===== config.mk =====
export PLATFORM = sky130hd
export DESIGN_NAME = gng_ctrl
export DESIGN_NICKNAME = d
export VERILOG_FILES = /design/src/rtl/gng_pkg.sv /design/src/rtl/gng_ctrl.sv
export VERILOG_INCLUDE_DIRS = /design/src /design/src/rtl
export SDC_FILE = /design/constraint.sdc
export NUM_CORES = 1
export LEC_CHECK = 0
export ABC_CLOCK_PERIOD_IN_PS = 2500
export CAP_MARGIN = 25
export CORE_UTILIZATION = 30
export CTS_CLUSTER_SIZE = 40
export DETAILED_ROUTE_END_ITERATION = 10
export DONT_BUFFER_PORTS = 1
export PLACE_DENSITY = 0.44
export SKIP_CTS_REPAIR_TIMING = 1
export SYNTH_ARGS = -nofsm -noshare
export SYNTH_HDL_FRONTEND = slang
export SYNTH_SLANG_ARGS = --single-unit

===== constraint.sdc =====
create_clock -name aclk -period 2.5 [get_ports aclk]
set_input_delay 0.375 -clock aclk [delete_from_list [all_inputs] [get_ports aclk]]
set_output_delay 0.375 -clock aclk [all_outputs]
set_load 0.01 [all_outputs]

===== src/rtl/assert_macros.svh =====
// Assertion macros shared by the noise generator RTL.
`ifndef ASSERT_MACROS_SVH
`define ASSERT_MACROS_SVH

// Same-cycle implication, checked on aclk and disabled while aresetn is low.
`define GNG_ASSERT_IMP(label, ante, cons) \
    label: assert property (@(posedge aclk) disable iff (!aresetn) (ante) |-> (cons)) \
        else $error("gng: same-cycle check failed");

// Next-cycle implication, checked on aclk and disabled while aresetn is low.
`define GNG_ASSERT_NXT(label, ante, cons) \
    label: assert property (@(posedge aclk) disable iff (!aresetn) (ante) |=> (cons)) \
        else $error("gng: next-cycle check failed");

`endif


===== src/rtl/gng_pkg.sv =====
// Types, constants and tables shared by the gaussian noise generator modules.
`default_nettype none

package gng_pkg;

    typedef enum logic [3:0] {
        ST_IDLE,
        ST_LCG1,
        ST_LCG2,
        ST_NORM,
        ST_LOG,
        ST_LQ,
        ST_SQRT,
        ST_GMUL,
        ST_PMUL,
        ST_DONE
    } gng_state_t;

    typedef struct packed {
        logic       accept;
        logic       lcg1;
        logic       lcg2;
        logic       norm;
        logic       log_step;
        logic       x_load;
        logic       x2_load;
        logic       t_mul;
        logic       t_rcp;
        logic       t_fix;
        logic [2:0] term;
        logic       lq_load;
        logic       sqrt_step;
        logic       g_load;
        logic       p_load;
        logic       out_load;
    } gng_cmd_t;

    typedef struct packed {
        logic out_free;
    } gng_status_t;

    localparam logic [31:0] LCG_MUL     = 32'd1103515245;
    localparam logic [31:0] LCG_ADD     = 32'd12345;
    localparam logic [31:0] LCG_SEED    = 32'd12345;
    localparam logic [30:0] U31_MAX     = 31'h7fffffff;
    localparam int          LOG_STEPS   = 28;
    localparam int          SQRT_STEPS  = 27;
    localparam int          TERMS       = 8;
    localparam logic [29:0] LN2_Q30     = 30'd744261118;
    localparam logic [33:0] CLAMP_L_Q28 = 34'd14834291506;
    localparam logic [32:0] TWO_PI_Q30  = 33'd6746518852;
    localparam logic [30:0] ONE_Q30     = 31'h40000000;

    // Divisors n(n+1) of the cosine and sine series, one per term.
    localparam logic [8:0] COS_DIV [TERMS] = '{9'd2, 9'd12, 9'd30, 9'd56,
                                               9'd90, 9'd132, 9'd182, 9'd240};
    localparam logic [8:0] SIN_DIV [TERMS] = '{9'd6, 9'd20, 9'd42, 9'd72,
                                               9'd110, 9'd156, 9'd210, 9'd272};

    // floor(2^32 / divisor); the quotient estimate is low by at most one.
    localparam logic [31:0] COS_RCP [TERMS] = '{
        32'(64'h1_0000_0000 / 64'd2),   32'(64'h1_0000_0000 / 64'd12),
        32'(64'h1_0000_0000 / 64'd30),  32'(64'h1_0000_0000 / 64'd56),
        32'(64'h1_0000_0000 / 64'd90),  32'(64'h1_0000_0000 / 64'd132),
        32'(64'h1_0000_0000 / 64'd182), 32'(64'h1_0000_0000 / 64'd240)};
    localparam logic [31:0] SIN_RCP [TERMS] = '{
        32'(64'h1_0000_0000 / 64'd6),   32'(64'h1_0000_0000 / 64'd20),
        32'(64'h1_0000_0000 / 64'd42),  32'(64'h1_0000_0000 / 64'd72),
        32'(64'h1_0000_0000 / 64'd110), 32'(64'h1_0000_0000 / 64'd156),
        32'(64'h1_0000_0000 / 64'd210), 32'(64'h1_0000_0000 / 64'd272)};

    // Log2 in Q.28 by repeated squaring; used only on constants.
    function automatic logic [32:0] log2_q28(input logic [30:0] x);
        logic [4:0]  e;
        logic [63:0] m;
        logic [27:0] f;
        e = 5'd0;
        f = 28'd0;
        for (int i = 0; i < 31; i++) begin
            if (x[i]) e = 5'(i);
        end
        m = 64'(x) << (6'd31 - 6'(e));
        for (int i = 27; i >= 0; i--) begin
            m = (m * m) >> 31;
            if (m >= 64'h1_0000_0000) begin
                m    = m >> 1;
                f[i] = 1'b1;
            end
        end
        return {e, f};
    endfunction

    localparam logic [32:0] LOG2_U31_MAX = log2_q28(U31_MAX);

endpackage

`default_nettype wire


===== src/rtl/gng_ctrl.sv =====
// Sequencer that steps the noise datapath through one request.
`default_nettype none
`include "assert_macros.svh"

module gng_ctrl (
    input  wire logic                 aclk,
    input  wire logic                 aresetn,
    input  wire logic                 s_tvalid,
    output logic                      s_tready,
    input  wire gng_pkg::gng_status_t status,
    output gng_pkg::gng_cmd_t         cmd
);
    import gng_pkg::*;

    gng_state_t state_reg, state_next;
    logic [4:0] cnt_reg, cnt_next;
    logic [1:0] tphase_reg, tphase_next;
    logic [2:0] tterm_reg, tterm_next;
    logic       trig_on;

    // Series terms run during the log after the angle setup, each term in a multiply, a reciprocal and a fix phase.
    assign trig_on = (state_reg == ST_LOG) && (cnt_reg >= 5'd2)
                     && (cnt_reg < 5'(2 + 3 * TERMS));

    always_ff @(posedge aclk) begin
        if (!aresetn) begin
            state_reg  <= ST_IDLE;
            cnt_reg    <= '0;
            tphase_reg <= '0;
            tterm_reg  <= '0;
        end else begin
            state_reg  <= state_next;
            cnt_reg    <= cnt_next;
            tphase_reg <= tphase_next;
            tterm_reg  <= tterm_next;
        end
    end

    always_comb begin
        state_next  = state_reg;
        cnt_next    = cnt_reg;
        tphase_next = tphase_reg;
        tterm_next  = tterm_reg;
        unique case (state_reg)
            ST_IDLE: begin
                if (s_tvalid) state_next = ST_LCG1;
            end
            ST_LCG1: state_next = ST_LCG2;
            ST_LCG2: state_next = ST_NORM;
            ST_NORM: begin
                cnt_next    = '0;
                tphase_next = '0;
                tterm_next  = '0;
                state_next  = ST_LOG;
            end
            ST_LOG: begin
                if (trig_on) begin
                    if (tphase_reg == 2'd2) begin
                        tphase_next = '0;
                        tterm_next  = tterm_reg + 3'd1;
                    end else begin
                        tphase_next = tphase_reg + 2'd1;
                    end
                end
                if (cnt_reg == 5'(LOG_STEPS - 1)) begin
                    cnt_next   = '0;
                    state_next = ST_LQ;
                end else begin
                    cnt_next = cnt_reg + 5'd1;
                end
            end
            ST_LQ: begin
                cnt_next   = '0;
                state_next = ST_SQRT;
            end
            ST_SQRT: begin
                if (cnt_reg == 5'(SQRT_STEPS - 1)) begin
                    cnt_next   = '0;
                    state_next = ST_GMUL;
                end else begin
                    cnt_next = cnt_reg + 5'd1;
                end
            end
            ST_GMUL: state_next = ST_PMUL;
            ST_PMUL: state_next = ST_DONE;
            ST_DONE: begin
                if (status.out_free) state_next = ST_IDLE;
            end
            default: state_next = ST_IDLE;
        endcase
    end

    always_comb begin
        cmd           = '0;
        cmd.term      = tterm_reg;
        s_tready      = (state_reg == ST_IDLE);
        cmd.accept    = (state_reg == ST_IDLE) && s_tvalid;
        cmd.lcg1      = (state_reg == ST_LCG1);
        cmd.lcg2      = (state_reg == ST_LCG2);
        cmd.norm      = (state_reg == ST_NORM);
        cmd.log_step  = (state_reg == ST_LOG);
        cmd.x_load    = (state_reg == ST_LOG) && (cnt_reg == 5'd0);
        cmd.x2_load   = (state_reg == ST_LOG) && (cnt_reg == 5'd1);
        cmd.t_mul     = trig_on && (tphase_reg == 2'd0);
        cmd.t_rcp     = trig_on && (tphase_reg == 2'd1);
        cmd.t_fix     = trig_on && (tphase_reg == 2'd2);
        cmd.lq_load   = (state_reg == ST_LQ);
        cmd.sqrt_step = (state_reg == ST_SQRT);
        cmd.g_load    = (state_reg == ST_GMUL);
        cmd.p_load    = (state_reg == ST_PMUL);
        cmd.out_load  = (state_reg == ST_DONE) && status.out_free;
    end

    `GNG_ASSERT_IMP(a_out_load_free, cmd.out_load, status.out_free)
    `GNG_ASSERT_NXT(a_accept_starts, s_tvalid && s_tready, state_reg == ST_LCG1)
    `GNG_ASSERT_IMP(a_trig_in_log, cmd.t_mul || cmd.t_rcp || cmd.t_fix, state_reg == ST_LOG)

endmodule

`default_nettype wire


* Word level (Yosys, flattened, before mapping) *
Cells that the tools add are included.

word-level totals
  register bits after elaboration = 14
  word-level logic and storage cells = 61
  output and inout bits = 19
  input bits = 4

cells by class
  add/subtract/negate cells = 3
  multiplexer cells = 14
  equality and inequality tests = 20
  reductions and logical operators = 18
  magnitude comparators = 2

operators by type and width
  operator                                                                              number
  4-bit one-hot mux with 10 select lines                                                1
  4-bit by 3-bit == test with 1-bit output (second input constant)                      4
  4-bit two-way mux                                                                     4
  5-bit one-hot mux with 3 select lines                                                 1
  5-bit == test (second input constant)                                                 2
  5-bit two-way mux                                                                     2
  1-bit logical AND                                                                     9
  4-bit by 2-bit == test with 1-bit output (second input constant)                      2
  4-bit == test (second input constant)                                                 2
  2-bit by 1-bit inequality test with 1-bit output (second input constant)              4
  3-bit two-way mux                                                                     2
  3-bit one-hot mux with 2 select lines                                                 1
  5-bit by 1-bit adder with 5-bit output (second input constant)                        1
  5-bit by 1-bit == test with 1-bit output (second input constant)                      1
  5-bit by 2-bit greater-or-equal comparator with 1-bit output (second input constant)  1
  5-bit logical NOT                                                                     1
  5-bit less-than comparator (second input constant)                                    1
  4-bit by 1-bit == test with 1-bit output (second input constant)                      1
  4-bit logical NOT                                                                     1
  2-bit two-way mux                                                                     2
  2-bit inequality test (second input constant)                                         2
  2-bit one-hot mux with 2 select lines                                                 1
  4-bit AND reduction                                                                   1
  3-bit by 1-bit adder with 3-bit output (second input constant)                        1
  other kinds (9)                                                                       9

* Logic depth before layout (Yosys ltp) *
  depth in word-level cells = 5
  depth in mapped cells = 7
  gate-level depth less buffers = 6

* Worst setup path before layout *
OpenSTA, ideal clock, no wires.

  kind = reg2out
  start point = register state_reg[1]
  end point = output cmd[10] in the netlist's numbering
  required time = 2,125 ps
  stages on the path, launching flop included = 6
  slack = 564 ps
  buffers on the path = 1
  data arrival time = 1,561 ps
  path through = dfxtp_1 > buf_6 > or4b_4 > a211oi_4 > and2b_1 > nor2b_1

RTL lines
  what                      RTL line        RTL
  start: declaration        gng_ctrl.sv:15  gng_state_t state_reg, state_next;
  start signal: assignment  gng_ctrl.sv:32  state_reg <= state_next;
  end: declaration          gng_ctrl.sv:11  output gng_pkg::gng_cmd_t cmd

==> tab_implementation.tex <==
\begin{tabular}{lr}
\hline
Metric & Value \\
\hline
\multicolumn{2}{l}{\textbf{Status}} \\
Run status & completed \\
\multicolumn{2}{l}{\textbf{STA}} \\
Min cycle time layout & 2.266 ns \\
Smallest setup slack after layout & 0.2340 ns \\
Final hold viol count & 0 \\
Achievable frequency & 441.3 MHz \\
Hold Worst Slack & 0.2194 ns \\
Final TNS setup & 0 ns \\
Worst Tran Pin Value & 0.6259 ns \\
Setup repair after global routing missed its margin & false \\
Slew HR & 0.5791 \\
Setup skew after layout & 0.006303 ns \\
Final setup violation count & 0 \\
Final worst path period share & 0.9064 \\
Count of pins over their slew limit & 0 \\
\multicolumn{2}{l}{\textbf{Placement}} \\
Placed wire-length estimate after detailed placement & 1.612 mm \\
Number of port buffers & 0 \\
Routability congestion estimate & 0.7262 \\
Pre-CTS worst setup slack & 0.5476 ns \\
Instance area after placement & 0.001042 mm2 \\
\multicolumn{2}{l}{\textbf{Worst hold path}} \\
Hold path depth & 2 \\
Hold EP & tterm\_reg[2]\$\_SDFFE\_PN0P\_ \\
Worst hold path startpoint & aresetn \\
Hold/Removal Path Class & primary input to flop \\
\multicolumn{2}{l}{\textbf{Detailed routing}} \\
DRT Pass-1 Iters & 4 \\
Final WL & 2.196 mm \\
Final antenna-violating net count & 0 \\
Total vias in the final route & 899 \\
DRC violation count after routing & 0 \\
Number of DRC markers after the initial detailed-route iteration & 25 \\
Avg Vias per Cell & 5.383 \\
Post-detailed-route wirelength per cell & 13.15 um \\
\multicolumn{2}{l}{\textbf{Critical path}} \\
Crit path max fanout & 5 \\
Critical path type & flop to primary output \\
Slowest cell delay on critical path & 0.57 ns \\
Endpoint class of the critical path & primary output \\
End of the worst register-to-register path & cnt\_reg[4]\$\_SDFFE\_PN0P\_ \\
Worst Reg2Reg Path Length in Cells & 5 \\
CP arrival & 1.89 ns \\
Cells traversed along the worst timing path & or4b\_4, a211oi\_4, and2b\_1, nor2b\_1 \\
Crit-path slowest cell & sky130\_fd\_sc\_hd\_\_or4b\_4 \\
Reg-to-reg critical path startpoint & state\_reg[0]\$\_SDFFE\_PN0P\_ \\
Data required time of the critical path & 2.12 ns \\
Flop-to-flop setup slack & 0.64 ns \\
Element type at the critical path start & flop \\
\multicolumn{2}{l}{\textbf{Final layout}} \\
Synthesis-to-finish area growth & 8.155\% \\
Final design utilization & 0.3476 \\
Fill count & 344 \\
Final antenna diode count & 0 \\
Register Area & 280.3 um2 \\
Largest register FFs & 5 \\
Fraction of final layout cells sized beyond drive strength 1 & 0.1057 \\
Multi-input logic area & 635.6 um2 \\
Area of all placed cells without fillers & 0.001079 mm2 \\
Nets@finish & 133 \\
\multicolumn{2}{l}{\textbf{Yosys}} \\
Cell area after technology mapping & 997.2 um2 \\
Post-synth EDFFs & 0 \\
Post-synthesis cell type with the largest combined area & sky130\_fd\_sc\_hd\_\_dfxtp\_1 \\
Gate count of the mapped netlist & 123 \\
Async set-reset flop share out of synthesis & 0 \\
Biggest area contributors in the synthesized netlist & sky130\_fd\_sc\_hd\_\_dfxtp\_1, sky130\_fd\_sc\_hd\_\_ha\_1, sky130\_fd\_sc\_hd\_\_a211oi\_1, sky130\_fd\_sc\_hd\_\_nor2\_1, sky130\_fd\_sc\_hd\_\_xnor2\_1 \\
Mapped Nets & 132 \\
Post-synth top area share & 0.2811 \\
Commonest register cell after synthesis & sky130\_fd\_sc\_hd\_\_dfxtp\_1 \\
Most frequent cells after synthesis & sky130\_fd\_sc\_hd\_\_dfxtp\_1, sky130\_fd\_sc\_hd\_\_nor2\_1, sky130\_fd\_sc\_hd\_\_inv\_1 \\
Count of unique library cells instantiated by Yosys & 44 \\
Number of flip-flops and latches in the synthesized netlist & 14 \\
Synthesized area per cell & 8.107 um2 \\
Sequential-to-total area share from yosys stat & 0.2811 \\
Number of warnings printed during yosys synthesis & 0 \\
Most numerous cell in the Yosys netlist & sky130\_fd\_sc\_hd\_\_dfxtp\_1 \\
\multicolumn{2}{l}{\textbf{Floorplanning}} \\
Die extent in x & 59.66 um \\
Initial Utilization & 0.3214 \\
Die Outline Area & 0.003559 mm2 \\
CORE AREA & 0.003103 mm2 \\
Total number of placement rows & 20 \\
Boundary Pins & 23 \\
Floorplan die height & 59.66 um \\
\multicolumn{2}{l}{\textbf{Clocking}} \\
Worst-skew pair later-pin latency & 0.29 ns \\
Number of clock buffers inserted by TritonCTS & 3 \\
Buffer cell driving the clock tree root & sky130\_fd\_sc\_hd\_\_clkbuf\_4 \\
Number of buffers on the longest clock path & 2 \\
Number of sinks driven by the clock tree & 14 \\
CTS tree & built \\
CTS HTree Levels & 1 \\
CTS clock-pin slew for the worst setup and hold paths & 0.09 ns \\
\multicolumn{2}{l}{\textbf{Global routing}} \\
Antenna violations before repair & 0 \\
Wire length of the first global-routing pass & 3.381 mm \\
Via count of the first global-routing pass & 724 \\
GRT Residual Overflow & 0 \\
Overall Global Routing Usage & 0.1282 \\
Largest net degree at the start of global routing & 20 \\
\multicolumn{2}{l}{\textbf{Run}} \\
Count of max-cap constraint violations & 0 \\
\multicolumn{2}{l}{\textbf{Pwr}} \\
Leakage Power & 0.0004376 uW \\
Cell Pwr Density & 738.5 mW/mm2 \\
Highest ir drop seen on vdd & 257.3 uV \\
\hline
\end{tabular}
==> layout by cell type (no fill, tap or decap), types with 4 or more instances in the layout <==
cell type,n
sky130_fd_sc_hd__a211oi_1,6
sky130_fd_sc_hd__buf_4,5
sky130_fd_sc_hd__dfxtp_1,14
sky130_fd_sc_hd__ha_1,5
sky130_fd_sc_hd__inv_1,9
sky130_fd_sc_hd__nand2_1,6
sky130_fd_sc_hd__nand3_1,6
sky130_fd_sc_hd__nor2_1,12
sky130_fd_sc_hd__nor3_1,6
sky130_fd_sc_hd__xnor2_1,4
==> stage by stage <==
step           total power (uW)  instances
6_report                  796.4        167
3_3_place_gp              630.9        163
5_1_grt                   853.5        167
2_1_floorplan             576.0        123
4_1_cts                   809.2        167
3_5_place_dp              633.9        163
==> routing by layer <==
metal	global-route usage	wire, um
met1	0.1776	1110
met2	0.1825	894
met3	0.04113	165
met4	0.04983	26
met5	0	0
==> power breakdown <==
group / internal, uW / switching [uW] / leakage, uW
combinational: 137 / 216 / 0.000303
clock: 88.7 / 80.1 / 0.0000210
sequential: 250 / 25.0 / 0.000113
==> final cells by class <==
| cell class | instances | share of cell area |
|---|---|---|
| multi-input combinational | 91 | 0.5893 |
| sequential | 14 | 0.2599 |
| tap | 44 | 0.05104 |
| timing repair buffer | 5 | 0.03480 |
| clock buffer | 4 | 0.03364 |
| inverter | 9 | 0.03132 |
==> critical path, delay by kind of cell (launching register included) <==
kind,cells,cell delay (ns)
compound gates,1,0.26
flops,1,0.32
simple gates,3,1.03
==> worst max path at each step <==
| stage | start | to | cells past startpoint |
|---|---|---|---|
| 3_5_place_dp | state_reg[0]$_SDFFE_PN0P_ | cmd[10] | 4 |
| 3_3_place_gp | state_reg[0]$_SDFFE_PN0P_ | cmd[10] | 4 |
| 2_1_floorplan | state_reg[1]$_SDFFE_PN0P_ | cmd[10] | 5 |
| 6_report | state_reg[0]$_SDFFE_PN0P_ | cmd[10] | 4 |
| 5_1_grt | state_reg[1]$_SDFFE_PN0P_ | cmd[10] | 4 |
| 4_1_cts | state_reg[0]$_SDFFE_PN0P_ | cmd[10] | 4 |
==> logic make-up after synthesis <==
logic type | count (synthesis) | synth area share
AOI/OAI and AO/OA | 25 | 0.2045
xor gates and xnor gates | 4 | 0.03513
adders and majority gates | 5 | 0.06274
buffers and inverters | 18 | 0.08156
DFF | 14 | 0.2811
muxes | 3 | 0.03011
and+or+nand+nor | 54 | 0.3049
(Power assumes the default switching activity.)
